===== config.mk =====
export PLATFORM = sky130hd
export DESIGN_NAME = smart_meter_telegram_crc_checker_unit_flat
export DESIGN_NICKNAME = d
export VERILOG_FILES = /design/src/rtl/smtcc_pkg.sv /design/src/rtl/smtcc_ifs.sv /design/src/rtl/smtcc_front.sv /design/src/rtl/smtcc_queue.sv /design/src/rtl/smtcc_back.sv /design/src/rtl/smart_meter_telegram_crc_checker_unit.sv /design/src/flat_wrapper.sv
export SDC_FILE = /design/constraint.sdc
export NUM_CORES = 1
export LEC_CHECK = 0
export BUFFER_PORTS_ARGS = -buffer_cell sky130_fd_sc_hd__buf_2
export CAP_MARGIN = 10
export CORE_MARGIN = 2
export CORE_UTILIZATION = 50
export CTS_BUF_LIST = sky130_fd_sc_hd__clkbuf_2
export CTS_CLUSTER_DIAMETER = 150
export CTS_CLUSTER_SIZE = 25
export DETAILED_ROUTE_END_ITERATION = 8
export GPL_ROUTABILITY_DRIVEN = 1
export PLACE_DENSITY = 0.65
export SYNTH_ARGS = -nofsm -noshare
export SYNTH_HDL_FRONTEND = slang
export SYNTH_HIERARCHICAL = 1
export SYNTH_SLANG_ARGS = --single-unit

===== constraint.sdc =====
create_clock -name clk -period 11 [get_ports clk]
set_input_delay 0.55 -clock clk [delete_from_list [all_inputs] [get_ports clk]]
set_output_delay 0.55 -clock clk [all_outputs]
set_load 0.1 [all_outputs]

===== src/rtl/smtcc_pkg.sv =====
// Shared types and constants for the smart meter telegram CRC checker.
// No dependencies; every other file of the block refers to this package.
`timescale 1ns / 1ps
`default_nettype none

package smtcc_pkg;

    localparam int LEN_W    = 13;
    localparam int CRC_W    = 16;
    localparam int IDLE_W   = 16;
    localparam int STATUS_W = 3;
    localparam int CFG_W    = 16;

    // Effective length cap; the programmed max_length is clipped to it.
    localparam logic [LEN_W-1:0]  LENGTH_LIMIT     = 13'd4096;
    localparam logic [LEN_W-1:0]  MAX_LENGTH_RESET = 13'd4096;
    localparam logic [IDLE_W-1:0] IDLE_LIMIT_RESET = 16'd300;

    // CRC-16/ARC, reflected polynomial, zero init, no final xor
    localparam logic [CRC_W-1:0] CRC_POLY = 16'hA001;
    localparam logic [CRC_W-1:0] CRC_INIT = 16'h0000;

    localparam logic [7:0] CHAR_SLASH = 8'h2F;
    localparam logic [7:0] CHAR_BANG  = 8'h21;

    // Configuration register indexes
    localparam logic CFG_MAX_LENGTH = 1'b0;
    localparam logic CFG_IDLE_LIMIT = 1'b1;

    // Result status codes
    localparam logic [STATUS_W-1:0] ST_OK       = 3'd0;
    localparam logic [STATUS_W-1:0] ST_MISMATCH = 3'd1;
    localparam logic [STATUS_W-1:0] ST_NODIGITS = 3'd2;
    localparam logic [STATUS_W-1:0] ST_TOOLONG  = 3'd3;
    localparam logic [STATUS_W-1:0] ST_TIMEOUT  = 3'd4;

    // Classified input word, as queued between front and back
    typedef struct packed {
        logic       is_idle;
        logic       is_slash;
        logic       is_bang;
        logic       hex_ok;
        logic [3:0] hex_nib;
        logic [7:0] data;
    } word_t;

    typedef struct packed {
        logic [LEN_W-1:0]  max_length;
        logic [IDLE_W-1:0] idle_limit;
    } cfg_t;

endpackage

`default_nettype wire


===== src/rtl/smtcc_ifs.sv =====
// Valid/ready channel interfaces for the telegram CRC checker.
// Depends on smtcc_pkg for field widths.
`timescale 1ns / 1ps
`default_nettype none

interface smtcc_in_if;
    logic       valid;
    logic       ready;
    logic       operation;
    logic [7:0] data_byte;

    modport source (output valid, output operation, output data_byte, input ready);
    modport sink   (input valid, input operation, input data_byte, output ready);
endinterface

interface smtcc_out_if;
    logic                          valid;
    logic                          ready;
    logic [smtcc_pkg::STATUS_W-1:0] status;
    logic [smtcc_pkg::LEN_W-1:0]    frame_length;
    logic [smtcc_pkg::CRC_W-1:0]    rx_crc;
    logic [smtcc_pkg::CRC_W-1:0]    computed_crc;

    modport source (output valid, output status, output frame_length,
                    output rx_crc, output computed_crc, input ready);
    modport sink   (input valid, input status, input frame_length,
                    input rx_crc, input computed_crc, output ready);
endinterface

`default_nettype wire


===== src/rtl/smtcc_front.sv =====
// Front end: takes input words and classifies each byte (start, end mark, hex).
// Depends on smtcc_pkg and smtcc_ifs.
`timescale 1ns / 1ps
`default_nettype none

module smtcc_front (
    smtcc_in_if.sink              in_word,
    input  wire logic             queue_full,
    output logic                  push,
    output smtcc_pkg::word_t      push_word
);

    logic [7:0] b;

    assign b             = in_word.data_byte;
    assign in_word.ready = !queue_full;
    assign push          = in_word.valid && !queue_full;

    always_comb
    begin
        push_word          = '0;
        push_word.is_idle  = in_word.operation;
        push_word.data     = b;
        push_word.is_slash = (b == smtcc_pkg::CHAR_SLASH);
        push_word.is_bang  = (b == smtcc_pkg::CHAR_BANG);
        if (b >= 8'h30 && b <= 8'h39)
        begin
            push_word.hex_ok  = 1'b1;
            push_word.hex_nib = 4'(b - 8'h30);
        end
        else if (b >= 8'h41 && b <= 8'h46)
        begin
            push_word.hex_ok  = 1'b1;
            push_word.hex_nib = 4'(b - 8'h37);
        end
        else if (b >= 8'h61 && b <= 8'h66)
        begin
            push_word.hex_ok  = 1'b1;
            push_word.hex_nib = 4'(b - 8'h57);
        end
    end

endmodule

`default_nettype wire


===== src/rtl/smtcc_queue.sv =====
// Short word queue between front and back, show-ahead read.
// Depends on smtcc_pkg.
`timescale 1ns / 1ps
`default_nettype none

module smtcc_queue #(
    parameter int DEPTH = 2
) (
    input  wire logic              clk,
    input  wire logic              rst_n,
    input  wire logic              push,
    input  wire smtcc_pkg::word_t  push_word,
    output logic                   full,
    input  wire logic              pop,
    output logic                   head_valid,
    output smtcc_pkg::word_t       head_word
);

    localparam int PTR_W = (DEPTH > 1) ? $clog2(DEPTH) : 1;
    localparam int CNT_W = $clog2(DEPTH + 1);

    smtcc_pkg::word_t  mem_reg [DEPTH];
    logic [PTR_W-1:0]  wr_ptr_reg, wr_ptr_next;
    logic [PTR_W-1:0]  rd_ptr_reg, rd_ptr_next;
    logic [CNT_W-1:0]  count_reg, count_next;
    logic              do_pop;

    assign full       = (count_reg == CNT_W'(DEPTH));
    assign head_valid = (count_reg != '0);
    assign head_word  = mem_reg[rd_ptr_reg];
    assign do_pop     = pop && head_valid;

    always_comb
    begin
        wr_ptr_next = wr_ptr_reg;
        rd_ptr_next = rd_ptr_reg;
        count_next  = count_reg;
        if (push)
            wr_ptr_next = (wr_ptr_reg == PTR_W'(DEPTH - 1)) ? '0 : wr_ptr_reg + PTR_W'(1);
        if (do_pop)
            rd_ptr_next = (rd_ptr_reg == PTR_W'(DEPTH - 1)) ? '0 : rd_ptr_reg + PTR_W'(1);
        if (push && !do_pop)
            count_next = count_reg + CNT_W'(1);
        else if (do_pop && !push)
            count_next = count_reg - CNT_W'(1);
    end

    always_ff @(posedge clk or negedge rst_n)
    begin
        if (!rst_n)
        begin
            wr_ptr_reg <= '0;
            rd_ptr_reg <= '0;
            count_reg  <= '0;
        end
        else
        begin
            wr_ptr_reg <= wr_ptr_next;
            rd_ptr_reg <= rd_ptr_next;
            count_reg  <= count_next;
        end
    end

    always_ff @(posedge clk)
    begin
        if (push)
            mem_reg[wr_ptr_reg] <= push_word;
    end

endmodule

`default_nettype wire


===== src/rtl/smtcc_back.sv =====
// Back end: frame state machine, CRC-16/ARC update and result register.
// Depends on smtcc_pkg and smtcc_ifs.
`timescale 1ns / 1ps
`default_nettype none

module smtcc_back (
    input  wire logic             clk,
    input  wire logic             rst_n,
    input  wire smtcc_pkg::cfg_t  cfg,
    input  wire logic             word_valid,
    input  wire smtcc_pkg::word_t word,
    output logic                  word_pop,
    smtcc_out_if.source           out_word
);

    typedef enum logic [1:0] {
        PH_HUNT,
        PH_BODY,
        PH_DIGITS
    } phase_t;

    function automatic logic [smtcc_pkg::CRC_W-1:0] crc_byte(
        input logic [smtcc_pkg::CRC_W-1:0] crc_in,
        input logic [7:0]                  b
    );
        logic [smtcc_pkg::CRC_W-1:0] c;
        c = crc_in ^ {8'h00, b};
        for (int i = 0; i < 8; i++)
            c = c[0] ? ((c >> 1) ^ smtcc_pkg::CRC_POLY) : (c >> 1);
        return c;
    endfunction

    phase_t                          phase_reg, phase_next;
    logic [smtcc_pkg::LEN_W-1:0]     count_reg, count_next;
    logic [smtcc_pkg::CRC_W-1:0]     crc_reg, crc_next;
    logic [2:0]                      dcnt_reg, dcnt_next;
    logic [smtcc_pkg::CRC_W-1:0]     dval_reg, dval_next;
    logic [smtcc_pkg::IDLE_W-1:0]    idle_reg, idle_next;

    logic                            ovalid_reg, ovalid_next;
    logic [smtcc_pkg::STATUS_W-1:0]  ostatus_reg, ostatus_next;
    logic [smtcc_pkg::LEN_W-1:0]     olen_reg, olen_next;
    logic [smtcc_pkg::CRC_W-1:0]     orx_reg, orx_next;
    logic [smtcc_pkg::CRC_W-1:0]     ocrc_reg, ocrc_next;

    logic                            slot_free;
    logic                            fin;
    logic [smtcc_pkg::STATUS_W-1:0]  fin_status;
    logic [smtcc_pkg::CRC_W-1:0]     fin_rx;
    logic [smtcc_pkg::LEN_W-1:0]     eff_limit;
    logic [smtcc_pkg::IDLE_W-1:0]    idle_lim;
    logic [smtcc_pkg::IDLE_W-1:0]    idle_inc;
    logic [smtcc_pkg::CRC_W-1:0]     dval_shift;
    logic [2:0]                      dcnt_inc;

    assign slot_free  = !ovalid_reg || out_word.ready;
    assign eff_limit  = (cfg.max_length < smtcc_pkg::LENGTH_LIMIT) ? cfg.max_length
                                                                   : smtcc_pkg::LENGTH_LIMIT;
    assign idle_lim   = (cfg.idle_limit == '0) ? smtcc_pkg::IDLE_W'(1) : cfg.idle_limit;
    assign idle_inc   = idle_reg + smtcc_pkg::IDLE_W'(1);
    assign dval_shift = {dval_reg[smtcc_pkg::CRC_W-5:0], word.hex_nib};
    assign dcnt_inc   = dcnt_reg + 3'd1;

    // Frame decision for the head word
    always_comb
    begin
        fin        = 1'b0;
        fin_status = smtcc_pkg::ST_OK;
        fin_rx     = '0;
        phase_next = phase_reg;
        count_next = count_reg;
        crc_next   = crc_reg;
        dcnt_next  = dcnt_reg;
        dval_next  = dval_reg;
        idle_next  = idle_reg;
        case (phase_reg)
            PH_HUNT:
            begin
                if (!word.is_idle && word.is_slash)
                begin
                    phase_next = PH_BODY;
                    count_next = smtcc_pkg::LEN_W'(1);
                    crc_next   = crc_byte(smtcc_pkg::CRC_INIT, smtcc_pkg::CHAR_SLASH);
                    dcnt_next  = '0;
                    dval_next  = '0;
                    idle_next  = '0;
                end
            end
            PH_BODY, PH_DIGITS:
            begin
                if (word.is_idle)
                begin
                    idle_next = idle_inc;
                    if (idle_inc >= idle_lim)
                    begin
                        fin        = 1'b1;
                        fin_status = (phase_reg == PH_BODY) ? smtcc_pkg::ST_TIMEOUT
                                                            : smtcc_pkg::ST_NODIGITS;
                    end
                end
                else
                begin
                    idle_next = '0;
                    if (phase_reg == PH_BODY)
                    begin
                        if (count_reg >= eff_limit)
                        begin
                            fin        = 1'b1;
                            fin_status = smtcc_pkg::ST_TOOLONG;
                        end
                        else
                        begin
                            crc_next   = crc_byte(crc_reg, word.data);
                            count_next = count_reg + smtcc_pkg::LEN_W'(1);
                            if (word.is_bang)
                            begin
                                phase_next = PH_DIGITS;
                                dcnt_next  = '0;
                                dval_next  = '0;
                            end
                        end
                    end
                    else if (word.hex_ok)
                    begin
                        dval_next = dval_shift;
                        dcnt_next = dcnt_inc;
                        if (dcnt_inc >= 3'd4)
                        begin
                            fin        = 1'b1;
                            fin_rx     = dval_shift;
                            fin_status = (dval_shift == crc_reg) ? smtcc_pkg::ST_OK
                                                                 : smtcc_pkg::ST_MISMATCH;
                        end
                    end
                end
            end
            default:
            begin
                phase_next = PH_HUNT;
            end
        endcase
        if (fin)
        begin
            phase_next = PH_HUNT;
            count_next = '0;
            crc_next   = '0;
            dcnt_next  = '0;
            dval_next  = '0;
            idle_next  = '0;
        end
    end

    // A word that ends a frame waits until the result register can take it
    assign word_pop = word_valid && (!fin || slot_free);

    always_comb
    begin
        ovalid_next  = ovalid_reg;
        ostatus_next = ostatus_reg;
        olen_next    = olen_reg;
        orx_next     = orx_reg;
        ocrc_next    = ocrc_reg;
        if (slot_free)
        begin
            ovalid_next = word_pop && fin;
            if (word_pop && fin)
            begin
                ostatus_next = fin_status;
                olen_next    = count_reg;
                orx_next     = fin_rx;
                ocrc_next    = crc_reg;
            end
        end
    end

    always_ff @(posedge clk or negedge rst_n)
    begin
        if (!rst_n)
        begin
            phase_reg   <= PH_HUNT;
            count_reg   <= '0;
            crc_reg     <= '0;
            dcnt_reg    <= '0;
            dval_reg    <= '0;
            idle_reg    <= '0;
            ovalid_reg  <= 1'b0;
            ostatus_reg <= smtcc_pkg::ST_OK;
            olen_reg    <= '0;
            orx_reg     <= '0;
            ocrc_reg    <= '0;
        end
        else
        begin
            if (word_pop)
            begin
                phase_reg <= phase_next;
                count_reg <= count_next;
                crc_reg   <= crc_next;
                dcnt_reg  <= dcnt_next;
                dval_reg  <= dval_next;
                idle_reg  <= idle_next;
            end
            ovalid_reg  <= ovalid_next;
            ostatus_reg <= ostatus_next;
            olen_reg    <= olen_next;
            orx_reg     <= orx_next;
            ocrc_reg    <= ocrc_next;
        end
    end

    assign out_word.valid        = ovalid_reg;
    assign out_word.status       = ostatus_reg;
    assign out_word.frame_length = olen_reg;
    assign out_word.rx_crc       = orx_reg;
    assign out_word.computed_crc = ocrc_reg;

endmodule

`default_nettype wire


===== src/rtl/smart_meter_telegram_crc_checker_unit.sv =====
// Top level of the smart meter telegram CRC checker: config registers,
// front classifier, word queue and back frame engine. Uses smtcc_pkg, smtcc_ifs.
`timescale 1ns / 1ps
`default_nettype none

// Channel    Dir  Handshake     Word
// in_word    in   valid/ready   operation (byte or idle tick), data_byte
// out_word   out  valid/ready   status, frame_length, rx_crc, computed_crc
// cfg        in   cfg_we only   cfg_index selects max_length / idle_limit
//
// One word is accepted per clock as long as the queue has room; the back end
// retires one word per clock when not stalled, the 8-bit CRC step being
// fully unrolled there. A result goes through the queue and the result register
// to out_word. Only a frame-ending word stalls, and only while the result
// register is held by a stalled out_word; later words wait in the queue.
// Reset (rst_n low, async) empties the queue, returns to hunting for '/' and
// restores max_length = 4096 and idle_limit = 300.

module smart_meter_telegram_crc_checker_unit #(
    parameter int QUEUE_DEPTH = 2
) (
    input  wire logic                         clk,
    input  wire logic                         rst_n,
    smtcc_in_if.sink                          in_word,
    smtcc_out_if.source                       out_word,
    input  wire logic                         cfg_we,
    input  wire logic                         cfg_index,
    input  wire logic [smtcc_pkg::CFG_W-1:0]  cfg_data
);

    smtcc_pkg::cfg_t   cfg_reg, cfg_next;
    logic              q_full;
    logic              q_push;
    smtcc_pkg::word_t  q_push_word;
    logic              q_head_valid;
    smtcc_pkg::word_t  q_head_word;
    logic              q_pop;

    // Configuration writes; user must let these arrive while idle; not enforced
    always_comb
    begin
        cfg_next = cfg_reg;
        if (cfg_we)
        begin
            case (cfg_index)
                smtcc_pkg::CFG_MAX_LENGTH:
                    cfg_next.max_length = cfg_data[smtcc_pkg::LEN_W-1:0];
                smtcc_pkg::CFG_IDLE_LIMIT:
                    cfg_next.idle_limit = cfg_data[smtcc_pkg::IDLE_W-1:0];
                default:
                    cfg_next = cfg_reg;
            endcase
        end
    end

    always_ff @(posedge clk or negedge rst_n)
    begin
        if (!rst_n)
        begin
            cfg_reg.max_length <= smtcc_pkg::MAX_LENGTH_RESET;
            cfg_reg.idle_limit <= smtcc_pkg::IDLE_LIMIT_RESET;
        end
        else
        begin
            cfg_reg <= cfg_next;
        end
    end

    // Front: accept and classify
    smtcc_front u_front (
        .in_word    (in_word),
        .queue_full (q_full),
        .push       (q_push),
        .push_word  (q_push_word)
    );

    // Queue decouples acceptance from the frame engine
    smtcc_queue #(
        .DEPTH (QUEUE_DEPTH)
    ) u_queue (
        .clk        (clk),
        .rst_n      (rst_n),
        .push       (q_push),
        .push_word  (q_push_word),
        .full       (q_full),
        .pop        (q_pop),
        .head_valid (q_head_valid),
        .head_word  (q_head_word)
    );

    // Back: framing, CRC, digit capture, result register
    smtcc_back u_back (
        .clk        (clk),
        .rst_n      (rst_n),
        .cfg        (cfg_reg),
        .word_valid (q_head_valid),
        .word       (q_head_word),
        .word_pop   (q_pop),
        .out_word   (out_word)
    );

    // A passing check must carry matching CRCs
    assert property (@(posedge clk) disable iff (!rst_n)
        (out_word.valid && out_word.status == smtcc_pkg::ST_OK)
            |-> (out_word.rx_crc == out_word.computed_crc))
        else $error("ok status with differing crc values");

    // Error endings carry no received digits
    assert property (@(posedge clk) disable iff (!rst_n)
        (out_word.valid && (out_word.status == smtcc_pkg::ST_TOOLONG ||
                            out_word.status == smtcc_pkg::ST_TIMEOUT ||
                            out_word.status == smtcc_pkg::ST_NODIGITS))
            |-> (out_word.rx_crc == '0))
        else $error("error result carries a received crc");

    // Frame length never passes the hard cap
    assert property (@(posedge clk) disable iff (!rst_n)
        out_word.valid |-> (out_word.frame_length <= smtcc_pkg::LENGTH_LIMIT))
        else $error("frame length beyond cap");

    // A stalled result stays valid until out_word takes it
    assert property (@(posedge clk) disable iff (!rst_n)
        (out_word.valid && !out_word.ready) |=> out_word.valid)
        else $error("stalled result dropped");

endmodule

`default_nettype wire

===== src/flat_wrapper.sv =====
// flat-port wrapper written by rule: the top's interface ports become plain ports
module smart_meter_telegram_crc_checker_unit_flat 
#(
    parameter int QUEUE_DEPTH = 2
)
  (clk, rst_n, cfg_we, cfg_index, cfg_data, in_word_valid, in_word_operation, in_word_data_byte, in_word_ready, out_word_valid, out_word_status, out_word_frame_length, out_word_rx_crc, out_word_computed_crc, out_word_ready);
  smtcc_in_if in_word_i ();
  smtcc_out_if out_word_i ();
  input  wire logic clk;
  input  wire logic rst_n;
  input  wire logic cfg_we;
  input  wire logic cfg_index;
  input  wire logic [smtcc_pkg::CFG_W-1:0] cfg_data;
  input wire logic [$bits(in_word_i.valid)-1:0] in_word_valid;
  input wire logic [$bits(in_word_i.operation)-1:0] in_word_operation;
  input wire logic [$bits(in_word_i.data_byte)-1:0] in_word_data_byte;
  output wire logic [$bits(in_word_i.ready)-1:0] in_word_ready;
  output wire logic [$bits(out_word_i.valid)-1:0] out_word_valid;
  output wire logic [$bits(out_word_i.status)-1:0] out_word_status;
  output wire logic [$bits(out_word_i.frame_length)-1:0] out_word_frame_length;
  output wire logic [$bits(out_word_i.rx_crc)-1:0] out_word_rx_crc;
  output wire logic [$bits(out_word_i.computed_crc)-1:0] out_word_computed_crc;
  input wire logic [$bits(out_word_i.ready)-1:0] out_word_ready;
  assign in_word_i.valid = in_word_valid;
  assign in_word_i.operation = in_word_operation;
  assign in_word_i.data_byte = in_word_data_byte;
  assign in_word_ready = in_word_i.ready;
  assign out_word_valid = out_word_i.valid;
  assign out_word_status = out_word_i.status;
  assign out_word_frame_length = out_word_i.frame_length;
  assign out_word_rx_crc = out_word_i.rx_crc;
  assign out_word_computed_crc = out_word_i.computed_crc;
  assign out_word_i.ready = out_word_ready;
  smart_meter_telegram_crc_checker_unit #(.QUEUE_DEPTH(QUEUE_DEPTH)) u_core (.clk(clk), .rst_n(rst_n), .in_word(in_word_i), .out_word(out_word_i), .cfg_we(cfg_we), .cfg_index(cfg_index), .cfg_data(cfg_data));
endmodule

==> results by group, run 1 <==
Cells and area
  – Post-route cell area: 10,200 um2
  – Relative area change from synthesis to final layout: 9.84%
  – Number of flip-flops in the largest register: 32
  – Proportion of layout cells with a drive suffix above 1: 22.0%
  – Most common cell after layout, fill and taps aside: dfrtp_1
  – Most frequent cells in the layout: dfrtp_1 (139), nand2_1 (106), buf_2 (79), inv_1 (60), mux2_2 (55)
  – Final net count: 997

Synthesis
  – Net count after synthesis: 917
  – Average instance area after synthesis: 10.9 um2
  – Primary flip-flop cell chosen by synthesis mapping: dfrtp_1
  – Distinct cells, synth: 70
  – Number of flops mapped to enable cells by yosys: 32
  – Yosys synthesis warning count: 6
  – Flip-flop and latch count after synthesis: 176
  – Largest area contributor in the synthesized netlist: dfrtp_1
  – Cell area after technology mapping: 9260 um2
  – Area share of the largest cell type after synthesis: 37.6%
  – FFs w/ async S/R, synth: 81.8%
  – Proportion of synthesized chip area in sequential cells: 49.4%
  – Top post-synthesis cells by area: dfrtp_1 (38%), edfxtp_1 (10%), mux2_2 (6.7%)
  – Number of standard cells after synthesis: 847

Critical path
  – Worst Path Arrival: 6020 ps
  – Cell-by-cell listing of the critical path: ha_1 -> nand3_1 -> nor4_1 -> and3_1 -> nand3_1 -> xnor2_1 -> ha_1 -> a21oi_1 -> nand2_1 -> a221o_1 -> a211o_2 -> o32a_1 -> a21oi_1 -> a22o_1 -> mux2i_1
  – Maximum net fanout on the critical path: 25
  – Type of origin of the critical path: flop
  – Max incr delay on CP: 820 ps
  – Crit-path slowest cell: a22o_1
  – CP required: 11,660 ps
  – Kind of critical path: reg -> reg
  – Category of the worst setup path capture point: flop

Drt
  – Average via count per standard cell: 5.43
  – Average wire per cell in the routed design: 17.2 um
  – Total iterations of the first detailed-routing run: 9
  – Remaining number of nets flagged by the antenna check after routing: 0
  – Total via count after detailed routing: 6,348
  – Total Routed Length: 20.1 mm
  – DRC violations left: 2
  – Iter 0 DRT Violations: 516

GRT
  – GR Overflow Total: 0
  – Overall global routing resource usage: 21.2%
  – Pin count of the biggest net entering global routing: 75
  – Wire length of the first global-routing pass: 32.9 mm
  – Number of global-route vias before repair: 6,347
  – Number of antenna violations at the first check in global routing: 1

Clock tree
  – Clock buffers created by TritonCTS: 17
  – Hold buffer count at CTS: 15
  – Clk Latency, worst-skew pair: 750 ps
  – Total clock sinks: 176
  – Clock transition at path regs: 240 ps
  – CTS-repair resized insts: 0
  – Clk root buf: clkbuf_2
  – Post-CTS setup buffer count: 0
  – Number of buffers on the longest clock path: 2
  – Clock tree from TritonCTS: done
  – Htree depth: 4

Power and ir drop
  – Worst ir drop on vdd: 0.259 mV
  – Power density cells: 305 nW/um2
  – Leakage Power: 4.85 nW

Placed design
  – Routability Congestion: 0.834
  – Post-DP HPWL: 14.0 mm
  – Placement-stage cell area: 9710 um2
  – Number of port buffers: 80

STA
  – Clock tree skew after final layout: 45.8 ps
  – Slew Viols, Final: 0
  – Tightest Pin Transition: 1080 ps
  – Final setup violation count: 0
  – Max-slew headroom at the worst pin: 27.9%
  – Period minus WS final: 5360 ps
  – Final hold violation count: 0
  – Worst hold slack: 93.5 ps
  – Highest attainable clock frequency: 187 MHz
  – Setup TNS: 0 ps
  – Crit share post-route: 48.7%
  – RSZ-0062 raised after global routing: false

Run
  – MaxCap Viol Count: 0

Floorplanning
  – Initial Util: 51.2%
  – Top-level I/O count: 81
  – Total die area: 19,600 um2
  – Row Count: 49
  – Core Footprint: 18,100 um2
  – Die width: 140 um
  – Vert. Die Dim: 140 um

Hold path
  – Class of the tightest hold or removal check: in -> reg

Run status
  – Violated checks: DRC
  – Run status: finished, violations left
[worst max-delay path, delay by kind of cell (launching register included)]
kind                       cells  cell delay (ps)
AOI/OAI and AO/OA              6             2470
xor gates and xnor gates       1              200
adders and majority gates      2              550
DFF                            1              500
muxes                          1              270
and+or+nand+nor                5             1280
[where the power goes]
group | switching (mW) | leakage, nW | internal (mW)
Sequential | 0.143 | 2.16 | 0.842
Clock | 0.230 | 0.149 | 0.112
Combinational | 1.22 | 2.54 | 0.562
Total | 1.59 | 4.85 | 1.51
[stage by stage]
| step | util [%] | std cells | power [mW] | setup WS, ps |
|---|---|---|---|---|
| final | 56.2 | 1170 | 3.11 | 5640 |
| after global routing | 56.2 | 1170 | 3.31 | 5130 |
| after CTS | 55.8 | 1162 | 3.12 | 5670 |
| after detailed placement | 53.7 | 1115 | 2.77 | 5710 |
| after global placement | 53.7 | 1115 | 2.75 | 5960 |
| after floorplan | - | 847 | 2.46 | 6540 |
[final timing paths]
check / start / to / slack [ps] / cells after the start
min: in_word_data_byte[1] / u_core/u_queue/mem_reg[1][1]$_DFFE_PP_ / 90 / 1
min reg2reg: u_core/u_queue/count_reg[1]$_DFFE_PN0P_ / u_core/u_queue/count_reg[1]$_DFFE_PN0P_ / 500 / 1
max reg2reg: u_core/u_back/idle_reg[0]$_DFFE_PN0P_ / u_core/u_back/dval_reg[2]$_DFFE_PN0P_ / 5640 / 15
max in group asynchronous: rst_n / u_core/u_back/crc_reg[4]$_DFFE_PN0P_ / 9220 / 3
max: u_core/u_back/idle_reg[0]$_DFFE_PN0P_ / u_core/u_back/dval_reg[2]$_DFFE_PN0P_ / 5640 / 15
min in group asynchronous: rst_n / u_core/u_back/idle_reg[11]$_DFFE_PN0P_ / 340 / 2
[cell usage after synthesis (all sizes together), types with 2 or more instances]
cell,number
o21ai,37
a31oi,3
a32oi,3
buf,25
or3,2
mux2i,29
mux2,76
xor2,26
nand4,7
ha,39
inv,60
a32o,6
o21a,2
nor3,5
nor3b,2
o211a,2
a21oi,38
and3,9
o31ai,5
nand2b,7
a211o,2
a311oi,2
dfstp,5
a21o,4
nor4,11
xnor2,30
clkbuf,21
nor2,32
nor2b,13
a22oi,2
and2,7
or2,4
a22o,2
or4,2
nand3,20
dfrtp,139
edfxtp,32
and4,4
o22ai,9
nand2,108
[logic make-up after synthesis]
group / after synthesis / synth area share [%]
AO/OA/AOI/OAI: 128 / 9.02
buffers and inverters: 107 / 5.55
flip-flops: 176 / 49.4
AND/OR/NAND/NOR: 236 / 12.4
XOR/XNOR: 56 / 5.30
adder cells (fa/ha/maj): 39 / 5.27
multiplexers: 105 / 13.1
[layout make-up]
class,instances,area [um2]
fill,1589,7910
sequential,176,4570
multi-input combinational,564,4180
timing repair buffer,107,664
tap,229,287
inverter,61,229
clock inverter,11,131
clock buffer,21,105
antenna,1,2.50
[layer usage]
layer,GRT usage (%),share of wire [%]
met1,28.8,48
met2,35.3,48
met3,4.89,3.6
met4,4.04,0.93
met5,0,0
No activity file was read; power rests on OpenSTA's default activity.
==> inputs of run 2 (changes only) <==
--- a/config.mk
+++ b/config.mk
@@ -5,6 +5,7 @@
 export SDC_FILE = /design/constraint.sdc
 export NUM_CORES = 1
 export LEC_CHECK = 0
+export ABC_AREA = 1
 export BUFFER_PORTS_ARGS = -buffer_cell sky130_fd_sc_hd__buf_2
 export CAP_MARGIN = 10
 export CORE_MARGIN = 2
@@ -14,7 +15,7 @@
 export CTS_CLUSTER_SIZE = 25
 export DETAILED_ROUTE_END_ITERATION = 8
 export GPL_ROUTABILITY_DRIVEN = 1
-export PLACE_DENSITY = 0.65
+export PLACE_DENSITY = 0.67
 export SYNTH_ARGS = -nofsm -noshare
 export SYNTH_HDL_FRONTEND = slang
 export SYNTH_HIERARCHICAL = 1
==> constraint.sdc (replaced) <==
create_clock -name clk -period 4.9 [get_ports clk]
set_input_delay 0.245 -clock clk [delete_from_list [all_inputs] [get_ports clk]]
set_output_delay 0.245 -clock clk [all_outputs]
set_load 0.1 [all_outputs]
==> run 2 against run 1 <==
Against the previous run: the run now ends clean; routed wire length grew 9.2%; clock-buffer cell count shrank 4; total power grew 93%; cell area grew 7.6%; area after synthesis grew 7.6%; sequential share of layout area shrank 3.2 points; worst hold slack gained 17 ps; die area grew 7.4%; non-clock buffer count grew 13; flip-flop and latch count is the same; sequential power grew 110%; first-iteration DRC count is the same.
==> results by group, run 2 <==
Run status
  – Run status: finished clean (was finished, violations left)

Placed design
  – Post-DP HPWL: 15.3 mm (was 14.0 mm)
  – Worst slack, placed: 653 ps (was 5710 ps)
  – Number of port buffers: 80 (unchanged)
  – Placement-stage cell area: 10,300 um2 (was 9710 um2)
  – Routability Congestion: 0.906 (was 0.834)

Critical path
  – Type of origin of the critical path: flop (unchanged)
  – Worst path buffer plus inverter count: 6 (was 0)
  – Category of the worst setup path capture point: flop (unchanged)
  – Kind of critical path: reg -> reg (unchanged)
  – Crit-path slowest cell: inv_2 (was a22o_1)
  – CP required: 5590 ps (was 11,660 ps)
  – Dominant cell type by count on the critical path: inv_1
  – Cell-by-cell listing of the critical path: ha_1 -> nand2_1 -> nor2_1 -> inv_1 -> nor2_1 -> inv_1 -> nor2_1 -> inv_1 -> nor2_1 -> nand3_1 -> nand2_1 -> inv_1 -> ha_1 -> nand2_1 -> inv_1 -> nand3_1 -> nor3_2 -> nand2_1 -> nand4_4 -> nand3_4 -> nor2_8 -> inv_2 -> o21ai_0 (was ha_1 -> nand3_1 -> nor4_1 -> and3_1 -> nand3_1 -> xnor2_1 -> ha_1 -> a21oi_1 -> nand2_1 -> a221o_1 -> a211o_2 -> o32a_1 -> a21oi_1 -> a22o_1 -> mux2i_1)
  – Kind of cell with the highest combined delay on the critical path: simple AND/OR/NAND/NOR gates (was compound AO/OA/AOI/OAI gates)
  – Max incr delay on CP: 470 ps (was 820 ps)
  – Maximum net fanout on the critical path: 72 (was 25)
  – Worst Path Arrival: 4990 ps (was 6020 ps)

Synthesis
  – Average instance area after synthesis: 8.34 um2 (was 10.9 um2)
  – Top post-synthesis cells by area: dfrtp_1 (35%), nand2_1 (15%), edfxtp_1 (9.6%) (was dfrtp_1 (38%), edfxtp_1 (10%), mux2_2 (6.7%))
  – Net count after synthesis: 1,265 (was 917)
  – Cell area after technology mapping: 9960 um2 (was 9260 um2)
  – Number of flops mapped to enable cells by yosys: 32 (unchanged)
  – Number of standard cells after synthesis: 1,195 (was 847)
  – Most numerous cell in the Yosys netlist: nand2_1 (was dfrtp_1)
  – Proportion of synthesized chip area in sequential cells: 45.9% (was 49.4%)
  – Yosys synthesis warning count: 6 (unchanged)
  – Largest area contributor in the synthesized netlist: dfrtp_1 (unchanged)
  – Primary flip-flop cell chosen by synthesis mapping: dfrtp_1 (unchanged)
  – Flip-flop and latch count after synthesis: 176 (unchanged)
  – Distinct cells, synth: 53 (was 70)
  – FFs w/ async S/R, synth: 81.8% (unchanged)
  – Most frequent cells after synthesis: nand2_1 (393), dfrtp_1 (139), inv_1 (119), nand3_1 (108), nor2_1 (52) (was dfrtp_1 (139), nand2_1 (106), inv_1 (60), mux2_2 (55), ha_1 (39))
  – Area share of the largest cell type after synthesis: 34.9% (was 37.6%)

Power and ir drop
  – Power Internal: 2.79 mW (was 1.51 mW)
  – Sequential cell fraction of total power: 33.9% (was 31.7%)
  – Share of total power in combinational logic: 53.8% (was 57.3%)
  – Part of the total power dissipated in the clock network: 12.4% (was 11.0%)
  – Power density cells: 549 nW/um2 (was 305 nW/um2)
  – Switching power: 3.22 mW (was 1.59 mW)
  – Worst ir drop on vdd: 0.414 mV (was 0.259 mV)
  – Sw Ratio: 53.6% (was 51.3%)
  – Leakage Power: 5.67 nW (was 4.85 nW)

Hold path
  – Class of the tightest hold or removal check: in -> async (was in -> reg)

Run
  – MaxCap Viol Count: 0 (unchanged)

Drt
  – Remaining number of nets flagged by the antenna check after routing: 0 (unchanged)
  – Average via count per standard cell: 5.10 (was 5.43)
  – Iter 0 DRT Violations: 516 (unchanged)
  – Average wire per cell in the routed design: 14.1 um (was 17.2 um)
  – DRC violations left: 0 (was 2)
  – Total iterations of the first detailed-routing run: 5 (was 9)
  – Total via count after detailed routing: 7,947 (was 6,348)
  – Total Routed Length: 22.0 mm (was 20.1 mm)

Clock tree
  – Clock transition at path regs: 270 ps (was 240 ps)
  – CTS-repair resized insts: 0 (unchanged)
  – Htree depth: 4 (unchanged)
  – Clk Latency, worst-skew pair: 800 ps (was 750 ps)
  – Number of buffers on the longest clock path: 2 (unchanged)
  – Clock tree from TritonCTS: done (unchanged)
  – Clock buffers created by TritonCTS: 17 (unchanged)
  – Clk root buf: clkbuf_2 (unchanged)
  – Total clock sinks: 176 (unchanged)
  – Hold buffer count at CTS: 36 (was 15)
  – Post-CTS setup buffer count: 0 (unchanged)

GRT
  – GR Overflow Total: 0 (unchanged)
  – Number of antenna violations at the first check in global routing: 1 (unchanged)
  – Pin count of the biggest net entering global routing: 110 (was 75)
  – Number of global-route vias before repair: 7,582 (was 6,347)
  – Wire length of the first global-routing pass: 37.5 mm (was 32.9 mm)
  – Overall global routing resource usage: 21.8% (was 21.2%)

Cells and area
  – Number of flip-flops in the largest register: 32 (unchanged)
  – Most common cell after layout, fill and taps aside: nand2_1 (was dfrtp_1)
  – Relative area change from synthesis to final layout: 9.83% (was 9.84%)
  – Final net count: 1,348 (was 997)
  – Proportion of layout cells with a drive suffix above 1: 16.5% (was 22.0%)
  – Most frequent cells in the layout: nand2_1 (393), dfrtp_1 (139), inv_1 (119), nand3_1 (108), buf_2 (79) (was dfrtp_1 (139), nand2_1 (106), buf_2 (79), inv_1 (60), mux2_2 (55))
  – Post-route cell area: 10,900 um2 (was 10,200 um2)

Floorplanning
  – Total die area: 21,100 um2 (was 19,600 um2)
  – Core Footprint: 19,500 um2 (was 18,100 um2)
  – Top-level I/O count: 81 (unchanged)
  – Row Count: 51 (was 49)
  – Die width: 145 um (was 140 um)
  – Initial Util: 51.0% (was 51.2%)
  – Vert. Die Dim: 145 um (was 140 um)

STA
  – Slew Viols, Final: 0 (unchanged)
  – Max-slew headroom at the worst pin: 32.7% (was 27.9%)
  – RSZ-0062 raised after global routing: false (unchanged)
  – Period minus WS final: 4300 ps (was 5360 ps)
  – Highest attainable clock frequency: 233 MHz (was 187 MHz)
  – Final setup violation count: 0 (unchanged)
  – Setup TNS: 0 ps (unchanged)
  – Tightest Pin Transition: 1010 ps (was 1080 ps)
  – Final hold violation count: 0 (unchanged)
  – Crit share post-route: 87.7% (was 48.7%)
  – Clock tree skew after final layout: 47.0 ps (was 45.8 ps)
  – Least setup slack across all paths after layout: 603 ps (was 5640 ps)
==> run 2: cell types whose count changed after synthesis, sizes merged, moves of 26 or more <==
cell / previous run / this run
nand4: 7 / 34
inv: 60 / 126
mux2i: 29 / 0
nor2: 32 / 58
nand3: 20 / 113
o21ai: 37 / 73
mux2: 76 / 0
nand2: 108 / 419
==> run 2: area by class of cell <==
class,count,area (um2)
multi-input combinational,836,4520
antenna,2,5.00
clock buffer,17,85.1
fill,1857,8580
sequential,176,4570
clock inverter,15,150
timing repair buffer,120,797
tap,265,332
inverter,127,484
==> run 2: power by group through the flow <==
| stage | Sequential, mW | Combinational [mW] | Clock [mW] |
|---|---|---|---|
| after detailed placement | 2.06 | 3.21 | 0 |
| after CTS | 2.03 | 3.24 | 0.768 |
| after global placement | 2.06 | 3.15 | 0 |
| after global routing | 2.07 | 3.59 | 0.830 |
| after floorplan | 2.43 | 2.37 | 0 |
| final | 2.03 | 3.23 | 0.742 |
==> run 2: metal layers <==
layer  global-route usage (%)  up-vias  part of all wire [%]
met5                        0        -                     0
met4                     5.05        0                   1.4
met3                     3.68       23                   3.9
met2                     35.0      179                    46
met1                     31.0     3737                    49
li1                         -     4008                     -
==> run 2: worst paths after layout <==
check	from	end	slack (ps)	depth (start not counted)
max	u_core/u_back/idle_reg[1]$_DFFE_PN0P_	u_core/u_back/out_word.frame_length[5]$_DFFE_PN0P_	600	23
min	rst_n	u_core/u_back/out_word.frame_length[6]$_DFFE_PN0P_	110	2
max reg2reg	u_core/u_back/idle_reg[1]$_DFFE_PN0P_	u_core/u_back/out_word.frame_length[5]$_DFFE_PN0P_	600	23
min reg2reg	u_core/cfg_reg[8]$_DFFE_PN1P_	u_core/cfg_reg[8]$_DFFE_PN1P_	480	2
max in group asynchronous	rst_n	u_core/u_back/out_word.rx_crc[3]$_DFFE_PN0P_	3730	3
min in group clk	in_word_operation	u_core/u_queue/mem_reg[1][15]$_DFFE_PP_	130	2
==> run 2: per-stage QoR <==
stage / hold WS [ps] / std cells / total power [mW] / util [%]
global route: 62.9 / 1558 / 6.49 / 56.0
floorplan: -50.6 / 1195 / 4.81 / -
finish: 111 / 1558 / 6.01 / 56.0
CTS: 92.1 / 1556 / 6.04 / 56.0
detailed placement: 444 / 1488 / 5.27 / 53.0
global placement: 443 / 1488 / 5.21 / 53.0
==> run 2: worst register-to-register path, stage by stage, from the launching register on <==
cell	delay, ps
dfrtp_1	460
ha_1	210
nand2_1	80
nor2_1	80
inv_1	60
nor2_1	80
inv_1	50
nor2_1	240
inv_1	100
nor2_1	170
nand3_1	100
nand2_1	120
inv_1	50
ha_1	270
nand2_1	50
inv_1	70
nand3_1	90
nor3_2	140
nand2_1	120
nand4_4	170
nand3_4	220
nor2_8	410
inv_2	490
o21ai_0	370
==> run 2: cell families (layout without fill, tap and decap cells) <==
family	count (synthesis)	in the layout	share of synthesized area, %
simple gates	658	658	30.4
flops	176	176	45.9
xor+xnor	37	37	3.25
buf+inv	183	279	8.77
other cells	0	2	0
compound gates	102	102	6.86
fa+ha+maj	39	39	4.90
==> inputs of run 3 (changes only) <==
--- a/config.mk
+++ b/config.mk
@@ -10,11 +10,12 @@
 export CAP_MARGIN = 10
 export CORE_MARGIN = 2
 export CORE_UTILIZATION = 50
-export CTS_BUF_LIST = sky130_fd_sc_hd__clkbuf_2
+export CTS_BUF_LIST = sky130_fd_sc_hd__clkbuf_8
 export CTS_CLUSTER_DIAMETER = 150
 export CTS_CLUSTER_SIZE = 25
 export DETAILED_ROUTE_END_ITERATION = 8
 export GPL_ROUTABILITY_DRIVEN = 1
+export HOLD_SLACK_MARGIN = 0.15
 export PLACE_DENSITY = 0.67
 export SYNTH_ARGS = -nofsm -noshare
 export SYNTH_HDL_FRONTEND = slang
==> run 3 against run 2 <==
Against the previous run: first-iteration DRC count shrank 5.2%; clock-buffer cell count did not move; clock skew shrank 27 ps; critical path depth grew 1; worst hold slack better by 76 ps; sequential power about the same; cell area increased by 0.67%; sequential share of layout area down 0.28 points; critical endpoint is now u_core/u_back/out_word.valid$_DFFE_PN0P_; highest routed layer unchanged.
==> results by group, run 3 (same netlist as run 2, synthesis figures left out) <==
Critical path
  – Maximum net fanout on the critical path: 72 (unchanged)
  – Crit-path slowest cell: inv_2 (unchanged)
  – Category of the worst setup path capture point: flop (unchanged)
  – Worst Path Arrival: 4580 ps (was 4990 ps)
  – Type of origin of the critical path: flop (unchanged)
  – Cell-by-cell listing of the critical path: ha_1 -> nand2_1 -> nor2_1 -> inv_1 -> nor2_1 -> inv_1 -> nor2_1 -> inv_1 -> nor2_1 -> nand3_1 -> nand2_1 -> inv_1 -> ha_1 -> nand2_1 -> inv_1 -> nand3_1 -> nor3_2 -> nand2_1 -> nand4_4 -> nand4_2 -> nand2_4 -> nor2_8 -> inv_2 -> o21ai_0 (was ha_1 -> nand2_1 -> nor2_1 -> inv_1 -> nor2_1 -> inv_1 -> nor2_1 -> inv_1 -> nor2_1 -> nand3_1 -> nand2_1 -> inv_1 -> ha_1 -> nand2_1 -> inv_1 -> nand3_1 -> nor3_2 -> nand2_1 -> nand4_4 -> nand3_4 -> nor2_8 -> inv_2 -> o21ai_0)
  – Max incr delay on CP: 730 ps (was 470 ps)
  – Kind of critical path: reg -> reg (unchanged)
  – Worst setup startpoint: u_core/u_back/idle_reg[0]$_DFFE_PN0P_ (was u_core/u_back/idle_reg[1]$_DFFE_PN0P_)
  – CP required: 5210 ps (was 5590 ps)
  – Critical R2R Launch: u_core/u_back/idle_reg[0]$_DFFE_PN0P_ (was u_core/u_back/idle_reg[1]$_DFFE_PN0P_)
  – Dominant cell type by count on the critical path: inv_1 (unchanged)

Drt
  – Average wire per cell in the routed design: 14.2 um (was 14.1 um)
  – Total via count after detailed routing: 7,891 (was 7,947)
  – Total Routed Length: 21.9 mm (was 22.0 mm)
  – Iter 0 DRT Violations: 489 (was 516)
  – Total iterations of the first detailed-routing run: 5 (unchanged)
  – Remaining number of nets flagged by the antenna check after routing: 0 (unchanged)
  – Average via count per standard cell: 5.09 (was 5.10)
  – DRC violations left: 0 (unchanged)

Clock tree
  – Clock buffers created by TritonCTS: 17 (unchanged)
  – Clk root buf: clkbuf_8 (was clkbuf_2)
  – Clk Latency, worst-skew pair: 480 ps (was 800 ps)
  – Total clock sinks: 176 (unchanged)
  – Number of buffers on the longest clock path: 2 (unchanged)
  – Clock transition at path regs: 100 ps (was 270 ps)
  – Htree depth: 4 (unchanged)
  – Clock tree from TritonCTS: done (unchanged)
  – CTS-repair resized insts: 0 (unchanged)

GRT
  – Wire length of the first global-routing pass: 37.4 mm (was 37.5 mm)
  – Overall global routing resource usage: 21.7% (was 21.8%)
  – Pin count of the biggest net entering global routing: 110 (unchanged)
  – GR Overflow Total: 0 (unchanged)
  – Number of global-route vias before repair: 7,586 (was 7,582)
  – Number of antenna violations at the first check in global routing: 0 (was 1)

Power and ir drop
  – Power density cells: 567 nW/um2 (was 549 nW/um2)
  – Total Power: 6.24 mW (was 6.01 mW)
  – Leakage Power: 5.70 nW (was 5.67 nW)
  – Worst ir drop on vdd: 0.416 mV (was 0.414 mV)

Cells and area
  – Relative area change from synthesis to final layout: 10.6% (was 9.83%)
  – Most frequent cells in the layout: nand2_1 (393), dfrtp_1 (139), inv_1 (119), nand3_1 (108), buf_2 (79) (unchanged)
  – Number of flip-flops in the largest register: 32 (unchanged)
  – Proportion of layout cells with a drive suffix above 1: 16.6% (was 16.5%)
  – Antenna diode count: 0 (was 2)
  – Most common cell after layout, fill and taps aside: nand2_1 (unchanged)
  – Final net count: 1,341 (was 1,348)
  – Number of non-filler instances in the completed layout: 1,549 (was 1,558)
  – Post-route cell area: 11,000 um2 (was 10,900 um2)

Placed design
  – Cell total after placement: 1,488 (unchanged)
  – Number of port buffers: 80 (unchanged)
  – Placement-stage cell area: 10,300 um2 (unchanged)
  – Routability Congestion: 0.906 (unchanged)
  – Post-DP HPWL: 15.3 mm (unchanged)

Run status
  – Run status: finished clean (unchanged)

STA
  – Final setup violation count: 0 (unchanged)
  – Tightest Pin Transition: 1010 ps (about the same)
  – Worst hold slack: 186 ps (was 111 ps)
  – Final hold violation count: 0 (unchanged)
  – Setup TNS: 0 ps (unchanged)
  – Highest attainable clock frequency: 234 MHz (was 233 MHz)
  – Max-slew headroom at the worst pin: 32.5% (was 32.7%)
  – Clock tree skew after final layout: 20.2 ps (was 47.0 ps)
  – RSZ-0062 raised after global routing: false (unchanged)
  – Crit share post-route: 87.1% (was 87.7%)
  – Slew Viols, Final: 0 (unchanged)
  – Period minus WS final: 4270 ps (was 4300 ps)

Run
  – MaxCap Viol Count: 0 (unchanged)

Hold path
  – Class of the tightest hold or removal check: in -> reg (was in -> async)
  – Critical hold path startpoint: cfg_index

Floorplanning
  – Die width: 145 um (unchanged)
  – Top-level I/O count: 81 (unchanged)
  – Initial Util: 51.0% (unchanged)
  – Total die area: 21,100 um2 (unchanged)
  – Core Footprint: 19,500 um2 (unchanged)
  – Row Count: 51 (unchanged)
  – Vert. Die Dim: 145 um (unchanged)
run 3: cell count changes in the layout (fill, tap and decap cells not counted), sizes merged:
cell / before / now
dlygate4sd3: 36 / 29
diode: 2 / 0
run 3: per-stage QoR:
step                      utilization, %  worst slack (ps)
after floorplan                        -              1460
after global placement              53.0               834
after detailed placement            53.0               653
after CTS                           56.4               627
after global routing                56.4              65.0
final                               56.4               630
run 3: routing by layer:
metal  up-vias  track usage [%]  share of wire [%]
li1       3985                -                  -
met1      3702             30.9                 49
met2       177             34.3                 45
met3        27             3.40                3.9
met4         0             6.52                1.5
met5         -                0                  0
run 3: where the power goes:
part           switching, mW  internal (mW)  leakage [nW]
Clock                  0.602          0.377         0.194
Sequential             0.246           1.79          2.21
Combinational           2.40          0.834          3.30
Total                   3.24           3.00          5.70
run 3: path summary, 6_finish.rpt:
kind / end / slack [ps] / cells past startpoint
max: u_core/u_back/out_word.valid$_DFFE_PN0P_ / 630 / 24
min: u_core/cfg_reg[5]$_DFFE_PN1P_ / 190 / 3
max reg2reg: u_core/u_back/out_word.valid$_DFFE_PN0P_ / 630 / 24
min reg2reg: u_core/cfg_reg[8]$_DFFE_PN1P_ / 470 / 2
max in group asynchronous: u_core/u_back/out_word.rx_crc[3]$_DFFE_PN0P_ / 3360 / 3
min in group asynchronous: u_core/u_back/out_word.frame_length[6]$_DFFE_PN0P_ / 450 / 2
run 3: critical path, delay by kind of cell, from the launching register on:
| kind | cells | cell delay (ps) |
|---|---|---|
| AO/OA/AOI/OAI | 1 | 200 |
| buffers and inverters | 6 | 1060 |
| flip-flops | 1 | 420 |
| AND/OR/NAND/NOR | 15 | 1870 |
| adder cells (fa/ha/maj) | 2 | 480 |
run 3: what timing repair did:
item / 4_1_cts / 5_1_grt
hold buffers: 29 / 0
setup buffers: 0 / 0
hold endpoints to repair: 152 / 0
run 3: layout make-up:
class | count | area (um2)
clock buffer | 17 | 234
inverter | 127 | 484
tap | 265 | 332
fill | 1846 | 8510
sequential | 176 | 4570
multi-input combinational | 836 | 4520
timing repair buffer | 113 | 727
clock inverter | 15 | 150
